==> config.mk <==
export PLATFORM = sky130hd
export DESIGN_NAME = lisl_cell
export DESIGN_NICKNAME = d
export VERILOG_FILES = /design/src/design/lisl_pkg.sv /design/src/design/lisl_cell.sv
export SDC_FILE = /design/constraint.sdc
export NUM_CORES = 1
export LEC_CHECK = 0
export BUFFER_PORTS_ARGS = -buffer_cell sky130_fd_sc_hd__buf_2
export CAP_MARGIN = 5
export CORE_UTILIZATION = 56
export DETAILED_ROUTE_END_ITERATION = 10
export HOLD_SLACK_MARGIN = 0.12
export PLACE_DENSITY = 0.85
export SETUP_SLACK_MARGIN = 0.3
export SLEW_MARGIN = 0
export SYNTH_ARGS = -nofsm -noshare
export SYNTH_HDL_FRONTEND = slang
export SYNTH_SLANG_ARGS = --single-unit
==> constraint.sdc <==
create_clock -name clk -period 7.7 [get_ports clk]
set_input_delay 0.385 -clock clk [delete_from_list [all_inputs] [get_ports clk]]
set_output_delay 0.385 -clock clk [all_outputs]
set_load 0.005 [all_outputs]
==> src/design/lisl_pkg.sv <==
package lisl_pkg;

	localparam logic DIR_INC = 1'b0;
	localparam logic DIR_DEC = 1'b1;

	typedef struct packed {
		logic valid;
		logic first;
		logic found;
	} lisl_flags_t;

endpackage

==> src/design/lisl_cell.sv <==
module lisl_cell #(
	parameter int VALUE_WIDTH = 32,
	parameter int RUN_W       = 11,
	parameter int INDEX       = 0
) (
	input  logic                          clk,
	input  logic                          arst_n,
	input  logic                          adv,
	input  logic                          dir,
	input  lisl_pkg::lisl_flags_t         in_flags,
	input  logic signed [VALUE_WIDTH-1:0] in_key,
	input  logic [RUN_W-1:0]              in_run,
	output lisl_pkg::lisl_flags_t         out_flags_q,
	output logic signed [VALUE_WIDTH-1:0] out_key_q,
	output logic [RUN_W-1:0]              out_run_q
);

	localparam logic [RUN_W-1:0] CELL_RUN = RUN_W'(INDEX + 1);

	logic signed [VALUE_WIDTH-1:0] tail_q;
	logic                          occ_q;
	logic                          hit;
	logic                          take;
	logic                          clear;

	always_comb begin
		hit   = (dir == lisl_pkg::DIR_DEC) ? (tail_q <= in_key) : (tail_q >= in_key);
		take  = in_flags.valid && !in_flags.found && (in_flags.first || !occ_q || hit);
		clear = in_flags.valid && in_flags.first && !take;
	end

	always_ff @(posedge clk or negedge arst_n) begin
		if (!arst_n) begin
			occ_q       <= 1'b0;
			out_flags_q <= '0;
		end else if (adv) begin
			if (take) begin
				occ_q <= 1'b1;
			end else if (clear) begin
				occ_q <= 1'b0;
			end
			out_flags_q.valid <= in_flags.valid;
			out_flags_q.first <= in_flags.first;
			out_flags_q.found <= in_flags.found || take;
		end
	end

	always_ff @(posedge clk) begin
		if (adv) begin
			if (take) begin
				tail_q <= in_key;
			end
			out_key_q <= in_key;
			out_run_q <= take ? CELL_RUN : in_run;
		end
	end

endmodule

==> impl_metrics.py <==
metrics = {
    "logic_synthesis": {
        "yosysSeqAreaShare_pct": 68.0,
        "synth_most_common_cell": "edfxtp_1",
        "synth_flop_cell": "edfxtp_1",
        "ys_top_cells_by_count": "75 x edfxtp_1, 34 x inv_1, 32 x ha_1, 15 x nand2_1, 11 x a21oi_1",
        "synth_edf_count": 75,
        "ys_ff_latch": 79,
        "synth_area_leaders": "edfxtp_1 65%, ha_1 12%, inv_1 3.7%, dfrtp_1 2.9%, nor3b_1 2.2%",
        "synth_nets": 320,
        "synth_top_area_share_pct": 65.1,
        "netlist_area_um2": 3460,
        "yosys.area.top_type": "edfxtp_1",
        "syn_avg_cell_area_um2": 14.5,
        "synthDistinctLibCells": 38,
        "netlist_instances": 238,
        "yosysWarnings": 0,
        "async_flop_share_pct": 5.06,
    },
    "timing": {
        "post-route-period-util_pct": 44.2,
        "timing.hold.ws_ns": 0.242,
        "timing.final.ws_setup_ns": 4.29,
        "min_period_ns": 3.41,
        "fin_skew_ns": 0.0119,
        "hold_violations": 0,
        "tightest_slew_ns": 1.05,
        "grt_setup_unrepaired": "false",
        "slew_violations": 0,
        "tns_ns": 0,
        "max_slew_margin_pct": 30.0,
        "setup_viol_count_final": 0,
        "fmax_mhz": 294,
    },
    "clock_tree": {
        "cts_max_path_buffers": 2,
        "clock-sinks": 79,
        "clkTransAtPathRegs_ns": 0.09,
        "cts_tree": "done",
        "root_buffer": "clkbuf_8",
        "cts_setup_buffers": 0,
        "cts_resized": 0,
        "cts-buffers-inserted": 9,
        "htree_num_levels": 3,
        "hold_buffers": 1,
        "insertion_delay_ns": 0.35,
    },
    "drt": {
        "ant_nets": 0,
        "via_per_inst": 5.32,
        "wl_per_cell_um": 15.4,
        "wirelength_um": 6540,
        "drt-initial-drc-count": 149,
        "dr_total_vias": 2260,
        "dr.pass1.iters": 4,
        "drc_errors": 0,
    },
    "pwr": {
        "powerDensity_nw_per_um2": 224,
        "irDropWorstVdd_mv": 0.140,
        "p_leak_nw": 1.88,
    },
    "placement": {
        "hpwl_um": 4690,
        "dpl-instance-area_um2": 4030,
        "gp_routability_congestion": 0.862,
        "post-place-ws_ns": 4.18,
        "io_buffers": 95,
    },
    "cells_and_area": {
        "nets": 427,
        "drive_gt1_share_pct": 32.9,
        "fin_area_um2": 4250,
        "multi_input_area_um2": 963,
        "area_growth_pct": 22.8,
        "final_util_pct": 71.3,
        "seqCellArea_um2": 2350,
        "antenna_cells": 0,
        "fillers": 433,
    },
    "floorplanning": {
        "num_rows": 28,
        "die_x_um": 80.6,
        "core_region_area_um2": 5960,
        "start_util_pct": 58.1,
        "pin_count": 96,
        "dieArea_um2": 6500,
        "die_h_um": 80.6,
    },
    "global_route": {
        "grt_pass1_vias": 2179,
        "antenna_found_initial": 0,
        "overflow": 0,
        "grt_pass1_wl_um": 10200,
        "grt_max_degree": 51,
        "track_usage_pct": 21.6,
    },
    "worst_setup_path": {
        "worst_setup_path_end_kind": "flip-flop",
        "timing.rr.start": "tail_q[17]$_DFFE_PP_",
        "crit_fanout": 24,
        "crit_path_start_kind": "flip-flop",
        "cp.arrival_ns": 3.42,
        "critPathKind": "reg2reg",
        "critPathLaunch": "tail_q[17]$_DFFE_PP_",
        "crit_required_ns": 7.71,
    },
    "run": {
        "cap_viol_max_count": 0,
    },
    "status": {
        "outcome": "finished, final reports clean",
    },
    "hold_path": {
        "worstHoldStart": "in_key[18]",
        "hold_path_class": "in2reg",
    },
}
-- metal layers --
| metal | vias to the layer above | GRT usage [%] | wire length [µm] |
|---|---|---|---|
| met1 | 1071 | 27.8 | 2740 |
| met3 | 13 | 4.09 | 321 |
| li1 | 1100 | - | - |
| met4 | 0 | 12.1 | 133 |
| met2 | 76 | 34.3 | 3350 |
| met5 | - | 0 | 0 |
-- state kept, by name (all words and copies together) (netlist names) --
signal	count
out_key_q	32
tail_q	32
occ_q	1
out_flags_q	3
out_run_q	11
-- where the power goes --
group / internal, mW / switching, mW / leakage (nW)
Combinational: 0.0491 / 0.0627 / 1.01
Clock: 0.180 / 0.144 / 0.100
Sequential: 0.508 / 0.00867 / 0.764
Total: 0.736 / 0.216 / 1.88
-- cell usage in the layout, fill, tap and decap left out, drive strengths merged, types with 2 or more instances in the layout --
cell type,count
buf,97
edfxtp,75
inv,34
ha,32
nand2,15
a21oi,11
nor3b,10
clkbuf,9
o21ai,7
nor2,5
nand3,4
nand4,4
dfrtp,4
nor4,3
nand2b,3
a311oi,3
clkinv,3
a21o,2
a221o,2
nor2b,2
a311o,2
clkinvlp,2
bufinv,2
or3,2
-- cells by family after synthesis --
family | count (synthesis) | share of synthesized area (%)
AOI/OAI and AO/OA | 34 | 6.62
buffers and inverters | 36 | 4.16
adders and majority gates | 32 | 11.6
DFF | 79 | 68.0
muxes | 1 | 0.325
and+or+nand+nor | 55 | 9.08
xor gates and xnor gates | 1 | 0.253
-- worst paths after layout --
check	to	slack [ns]	cells after the start
max in group asynchronous	occ_q$_DFFE_PN0P_	7.18	2
hold / removal	out_key_q[18]$_DFFE_PP_	0.24	1
setup reg to reg	tail_q[8]$_DFFE_PP_	4.29	8
setup / recovery	tail_q[8]$_DFFE_PP_	4.29	8
min in group asynchronous	out_flags_q[1]$_DFFE_PN0P_	0.39	2
hold reg to reg	occ_q$_DFFE_PN0P_	0.52	2
-- through the flow --
| step | power, mW | instances |
|---|---|---|
| finish | 0.952 | 425 |
| global route | 0.988 | 425 |
| CTS | 0.958 | 425 |
| detailed placement | 0.637 | 408 |
| global placement | 0.629 | 408 |
| floorplan | 0.580 | 238 |
-- layout make-up --
| type | count | area share, % |
|---|---|---|
| inverters | 34 | 3.00 |
| clock inverters | 7 | 2.06 |
| multi-input cells | 123 | 22.7 |
| clock buffers | 9 | 2.92 |
| repair buffers | 98 | 11.8 |
| well taps | 75 | 2.21 |
| flip-flops and latches | 79 | 55.4 |
-- worst max-delay path: stages, from the launching register on --
cell	delay, ns
edfxtp_1	0.37
ha_1	0.30
a21o_1	0.20
a221o_1	0.33
a221o_1	0.33
or2_4	0.28
or4b_1	0.53
nand2_1	0.33
buf_4	0.40
Note: power is estimated with default switching activity, not from simulation.
