<file path="config.mk">
export PLATFORM = sky130hd
export DESIGN_NAME = lisl_outq
export DESIGN_NICKNAME = d
export VERILOG_FILES = /design/src/design/lisl_outq.sv
export SDC_FILE = /design/constraint.sdc
export NUM_CORES = 1
export LEC_CHECK = 0
export BUFFER_PORTS_ARGS = -buffer_cell sky130_fd_sc_hd__buf_2
export CELL_PAD_IN_SITES_DETAIL_PLACEMENT = 0
export CELL_PAD_IN_SITES_GLOBAL_PLACEMENT = 1
export CORE_MARGIN = 2
export CORE_UTILIZATION = 42
export DETAILED_ROUTE_END_ITERATION = 10
export GPL_TIMING_DRIVEN = 0
export HOLD_SLACK_MARGIN = 0.06
export PLACE_DENSITY = 0.79
export SLEW_MARGIN = 30
export SYNTH_ARGS = -nofsm -noshare
export SYNTH_HDL_FRONTEND = slang
export SYNTH_SLANG_ARGS = --single-unit
</file>
<file path="constraint.sdc">
create_clock -name clk -period 2.1 [get_ports clk]
set_clock_uncertainty 0.05 [all_clocks]
set_input_delay 0.63 -clock clk [delete_from_list [all_inputs] [get_ports clk]]
set_output_delay 0.63 -clock clk [all_outputs]
set_load 0.05 [all_outputs]
</file>
<file path="src/design/lisl_outq.sv">
module lisl_outq #(
	parameter int W = 12
) (
	input  logic         clk,
	input  logic         arst_n,
	input  logic         push,
	input  logic [W-1:0] push_data,
	output logic         full,
	output logic         head_valid,
	input  logic         head_ready,
	output logic [W-1:0] head_data
);

	logic [1:0]   cnt_q;
	logic [W-1:0] data0_q;
	logic [W-1:0] data1_q;
	logic         pop;

	assign pop        = (cnt_q != 2'd0) && head_ready;
	assign full       = (cnt_q == 2'd2);
	assign head_valid = (cnt_q != 2'd0);
	assign head_data  = data0_q;

	always_ff @(posedge clk or negedge arst_n) begin
		if (!arst_n) begin
			cnt_q <= 2'd0;
		end else begin
			cnt_q <= cnt_q + 2'(push) - 2'(pop);
		end
	end

	always_ff @(posedge clk) begin
		priority if (pop && push) begin
			if (cnt_q == 2'd1) begin
				data0_q <= push_data;
			end else begin
				data0_q <= data1_q;
				data1_q <= push_data;
			end
		end else if (pop) begin
			data0_q <= data1_q;
		end else if (push) begin
			if (cnt_q == 2'd0) begin
				data0_q <= push_data;
			end else begin
				data1_q <= push_data;
			end
		end
	end

endmodule

</file>
==> results.ini, run 1 <==
[route]
ant_nets=0
wl_mm=1.53
via_per_inst=4.65
num_vias=544
first_iter_violations=2
drcViolationCount=0
wl_per_cell_um=13.1
first_pass_iters=2

[worst_setup_path]
end_kind=primary output
path_class=reg2out
cp.buffers_inverters=1
path_cells=or2_1, buf_2
cp_top_family=flip-flops
startpoint_type=register
cp_data_arrival_time_ns=1.29
cp_max_fo=5
slowest_stage=dfrtp_1
required_ns=1.42
max_stage_delay_ns=0.48

[synthesis]
netlist_area_mm2=0.00109
yosysMostFrequentCell=edfxtp_1
syn_inst=53
ys_types=15
synth-edff-count=24
synthTopCellsByCount=edfxtp_1, mux2_4, mux2_2
yosys-top-cells-area=edfxtp_1, mux2_4, dfrtp_1, mux2_2, ha_1
synth_top_area_share_pct=66.3
synth_area_per_cell_um2=20.5
synth_top_area_cell=edfxtp_1
seq_area_frac_synth_pct=70.9
synth_nets=71
synthFlopType=edfxtp_1
async_reset_ff_share_pct=7.69
ys_warn_count=0
ys_ff_latch=26

[grt]
grt_max_degree=16
use_met2_pct=21.0
grtUsageMet3_pct=2.46
grt_pass1_wl_mm=2.48
antenna_found_initial=0
grt_overflow=0
grt.busiest_layer=met2
met1_usage_pct=14.4
grt_pass1_vias=571
grt_usage_pct=12.1

[cts]
clkTransAtPathRegs_ns=0.14
cts_tree=yes
clockBufferDepth=2
clk_latency_ns=0.31
htreeDepth=1
cts-root-buf=clkbuf_4
cts_resized=0
cts_inserted_buffers=3
cts_sinks=26
cts_setup_buffers=0

[cells_and_area]
n_antenna_cell=0
syn_to_final_growth_pct=22.6
num-fill-cells=208
layout.nets=106
drive_above_1_share_pct=57.5
post_layout_nonfiller_instances=117

[floorplan]
dieWidth_um=54.9
core_mm2=0.00245
initial_core_util_pct=44.3
row_count=18
fp.dieH_um=54.9
io-pin-count=30
die_area_mm2=0.00301

[sta]
max_slew_margin_pct=65.8
timing.final.crit_share_pct=93.6
tightest_slew_ns=0.512
rsz0062_at_grt=no
fin_crit_ns=1.97
drv_slew=0
setup_viol=0
fmax_mhz=509
hold_viol=0
whs_ns=0.453
setup-tns-final_ns=0

[run_status]
status=finished clean

[hold_path]
hold_class=in2reg

[pwr]
p_per_area_mw_per_mm2=1400
vdd_drop_max_uv=765
total_leakage_power_uw=0.000565

[placement]
dpl.cell_count=112
hpwl_mm=1.16
gp_congestion=0.656
io_buffers=29

[job]
max_cap_viol_count=0

[registers in the layout (all words and copies together), names as in the netlist]
register	cells
cnt_q	2
data1_q	12
head_data	12
[final timing paths]
path | from | endpoint | slack (ns) | cells past startpoint
max | cnt_q[1] | head_valid | 0.13 | 2
min | push_data[4] | data1_q[4] | 0.45 | 1
max reg2reg | cnt_q[1] | cnt_q[1] | 0.27 | 7
min reg2reg | data1_q[9] | head_data[9] | 0.51 | 1
max in group asynchronous | arst_n | cnt_q[0] | 1.35 | 2
min in group asynchronous | arst_n | cnt_q[1] | 0.56 | 2
[repair_timing]
item                                   4_1_cts  5_1_grt
hold buffers                                 1        0
endpoints found under the hold margin        2        0
setup endpoints to repair                    0        0
[cells in the final DEF, fill, tap and decap left out]
cell            n
nor2b_4         1
o21a_1          1
clkbuf_4        3
edfxtp_1       24
bufinv_16       1
xnor2_1         2
o21ai_4         1
and2_1          1
buf_2          29
nor2_1          1
mux2_4         10
inv_1           2
or2_1           1
mux2_2          3
dfrtp_1         2
dlygate4sd3_1   1
and2b_2         1
ha_1            2
buf_12          1
[final cells by class]
type	count	area [um2]	share of cell area [%]
buffer	1	20.0	1.50
inverter	2	7.51	0.563
sequential	26	771	57.8
timing repair buffer	30	155	11.6
multi-input combinational	24	289	21.7
clock buffer	3	22.5	1.69
tap	30	37.5	2.82
clock inverter	1	30.0	2.25
[per-layer routing]
layer	routed length (um)	part of all wire [%]	vias to the layer above
li1	-	-	269
met1	661	43	257
met2	777	51	16
met3	85	5.5	2
met4	10	0.65	0
met5	0	0	-
[report_power, final]
group	internal, uW	leakage [uW]	switching [uW]
combinational	261	0.000282	489
clock	193	0.0000279	141
sequential	738	0.000255	50.5
[worst register-to-register path: cells and delay by family, from the launching register on]
kind,cells,cell delay (ns)
simple gates,2,0.45
fa+ha+maj,2,0.43
flops,1,0.48
buf+inv,1,0.04
xor+xnor,2,0.31
[metrics by stage]
stage | worst slack, ns | area, um2 | power, uW | utilization [%]
4_1_cts | 0.121 | 1330 | 1890 | 54.3
3_3_place_gp | 0.279 | 1270 | 1550 | 51.7
5_1_grt | 0.0629 | 1330 | 1980 | 54.3
6_report | 0.135 | 1330 | 1870 | 54.3
3_5_place_dp | 0.273 | 1270 | 1560 | 51.7
2_1_floorplan | 0.0970 | 1090 | 1420 | -
[logic make-up after synthesis]
logic type      share of synthesized area [%]
compound gates                           2.19
mux                                      16.9
xor+xnor                                 1.61
buf+inv                                  2.53
flops                                    70.9
fa+ha+maj                                2.30
simple gates                             3.57
(Power assumes the default switching activity.)
==> run 2: changes to the inputs <==
- ABC_AREA: unset -> 1
- CORE_UTILIZATION: 42 -> 40
- PLACE_DENSITY: 0.79 -> 0.8
==> results.ini, run 2 <==
[run_status]
status=finished clean

[synthesis]
synthFlopType=edfxtp_1
synthTopCellsByCount=nand2_1, nand3_1, edfxtp_1, inv_1, buf_4
ys_types=19
ys_warn_count=0
yosys-top-cells-area=edfxtp_1, nand3_1, nand2_1, dfrtp_1, buf_4
async_reset_ff_share_pct=7.69
synth_nets=154
netlist_area_mm2=0.00132
synth-edff-count=24
synth_area_per_cell_um2=9.68
seq_area_frac_synth_pct=58.6
yosysMostFrequentCell=nand2_1
ys_ff_latch=26
synth_top_area_share_pct=54.8
syn_inst=136
synth_top_area_cell=edfxtp_1

[sta]
fin_crit_ns=2.02
drv_slew=0
max_slew_margin_pct=55.6
setup_viol=0
hold_viol=0
fmax_mhz=496
tightest_slew_ns=0.664
whs_ns=0.445
rsz0062_at_grt=no
timing.final.crit_share_pct=96.1

[job]
max_cap_viol_count=0

[cts]
cts-root-buf=clkbuf_4
cts_inserted_buffers=3
cts_tree=yes
clk_latency_ns=0.33
htreeDepth=1
cts_sinks=26
clkTransAtPathRegs_ns=0.14
clockBufferDepth=2

[grt]
grtUsageMet3_pct=2.73
grt_usage_pct=17.2
antenna_found_initial=0
grt_pass1_vias=973
met1_usage_pct=21.8
grt_pass1_wl_mm=4.63
grt_overflow=0
grt_max_degree=15
grt.busiest_layer=met2
use_met2_pct=29.6

[worst_setup_path]
required_ns=1.42
max_stage_delay_ns=0.40
cp_common_cell=buf_6
path_class=reg2out
cp_max_fo=10
path_cells=buf_6, buf_4, nor2_2, buf_6
end_kind=primary output
cp.buffers_inverters=3
slowest_stage=dfrtp_1
cp_data_arrival_time_ns=1.34
cp_top_family=buffers and inverters
startpoint_type=register

[floorplan]
initial_core_util_pct=42.4
io-pin-count=30
dieWidth_um=61.4
die_area_mm2=0.00377
fp.dieH_um=61.4
core_mm2=0.00310
row_count=20

[pwr]
total_leakage_power_uw=0.000715
p_per_area_mw_per_mm2=1490
vdd_drop_max_uv=642
total_power_uw=2390

[cells_and_area]
drive_above_1_share_pct=29.2
n_antenna_cell=0
layout.nets=190
final_cell_mix=nand2_1, nand3_1, buf_2
utilization_pct=51.6
final_common_cell=nand2_1
syn_to_final_growth_pct=21.7
num-fill-cells=313

[route]
via_per_inst=4.96
first_iter_violations=40
first_pass_iters=4
num_vias=1067
wl_mm=2.89
drcViolationCount=0
ant_nets=0
wl_per_cell_um=13.5

[placement]
io_buffers=29
gp_congestion=0.717
hpwl_mm=2.03

[hold_path]
hold_class=in2reg

-- run 2: repair_timing --
| item | in CTS | in global routing |
|---|---|---|
| endpoints found under the hold margin | 2 | 0 |
| pin swaps | 0 | 1 |
| hold buffers | 1 | 0 |
| buffers inserted | 0 | 1 |
| resized for setup | 2 | 5 |
| endpoints found under the setup margin | 1 | 2 |
-- run 2: cell type report --
cell class | instances | area (um2) | share of cell area (%)
flip-flops and latches | 26 | 771 | 48.1
multi-input cells | 95 | 477 | 29.8
repair buffers | 31 | 169 | 10.5
plain buffers | 8 | 67.6 | 4.22
well taps | 44 | 55.1 | 3.44
clock buffers | 4 | 36.3 | 2.27
inverters | 7 | 26.3 | 1.64
-- run 2: worst paths after layout --
path / from / to / slack [ns] / depth (start not counted)
max: cnt_q[0] / full / 0.08 / 4
min: push_data[7] / data1_q[7] / 0.44 / 1
max reg2reg: cnt_q[0] / cnt_q[1] / 0.23 / 9
min reg2reg: data1_q[8] / head_data[8] / 0.56 / 2
max in group asynchronous: arst_n / cnt_q[0] / 1.38 / 2
min in group asynchronous: arst_n / cnt_q[1] / 0.53 / 2
-- run 2: cell families (layout without fill, tap and decap cells) --
kind of cell	Yosys count	count (layout)	share of synthesized area, %
xor gates and xnor gates	2	2	1.33
and+or+nand+nor	89	89	30.6
DFF	26	26	58.6
AOI/OAI and AO/OA	2	2	0.950
buffers and inverters	15	50	6.65
adders and majority gates	2	2	1.90
-- run 2: report_power, final --
part           total, uW  leakage (uW)  switching (uW)  internal [uW]
Combinational       1290      0.000439             920            366
Sequential           840      0.000255            55.6            784
Clock                262     0.0000210             156            106
Total               2390      0.000715            1130           1260
-- run 2: metrics by stage --
stage	setup TNS, ns	worst slack, ns	instances	cell area [um2]
4_1_cts	0	0.0247	214	1580
2_1_floorplan	0	0.109	136	1320
3_3_place_gp	-10.21	-0.437	209	1520
5_1_grt	0	0.0159	215	1600
3_5_place_dp	-4.28	-0.198	209	1530
6_report	0	0.0822	215	1600
-- run 2: layer usage --
| layer | routed length (um) | vias to the layer above |
|---|---|---|
| li1 | - | 533 |
| met1 | 1220 | 501 |
| met2 | 1510 | 28 |
| met3 | 117 | 5 |
| met4 | 42 | 0 |
| met5 | 0 | - |
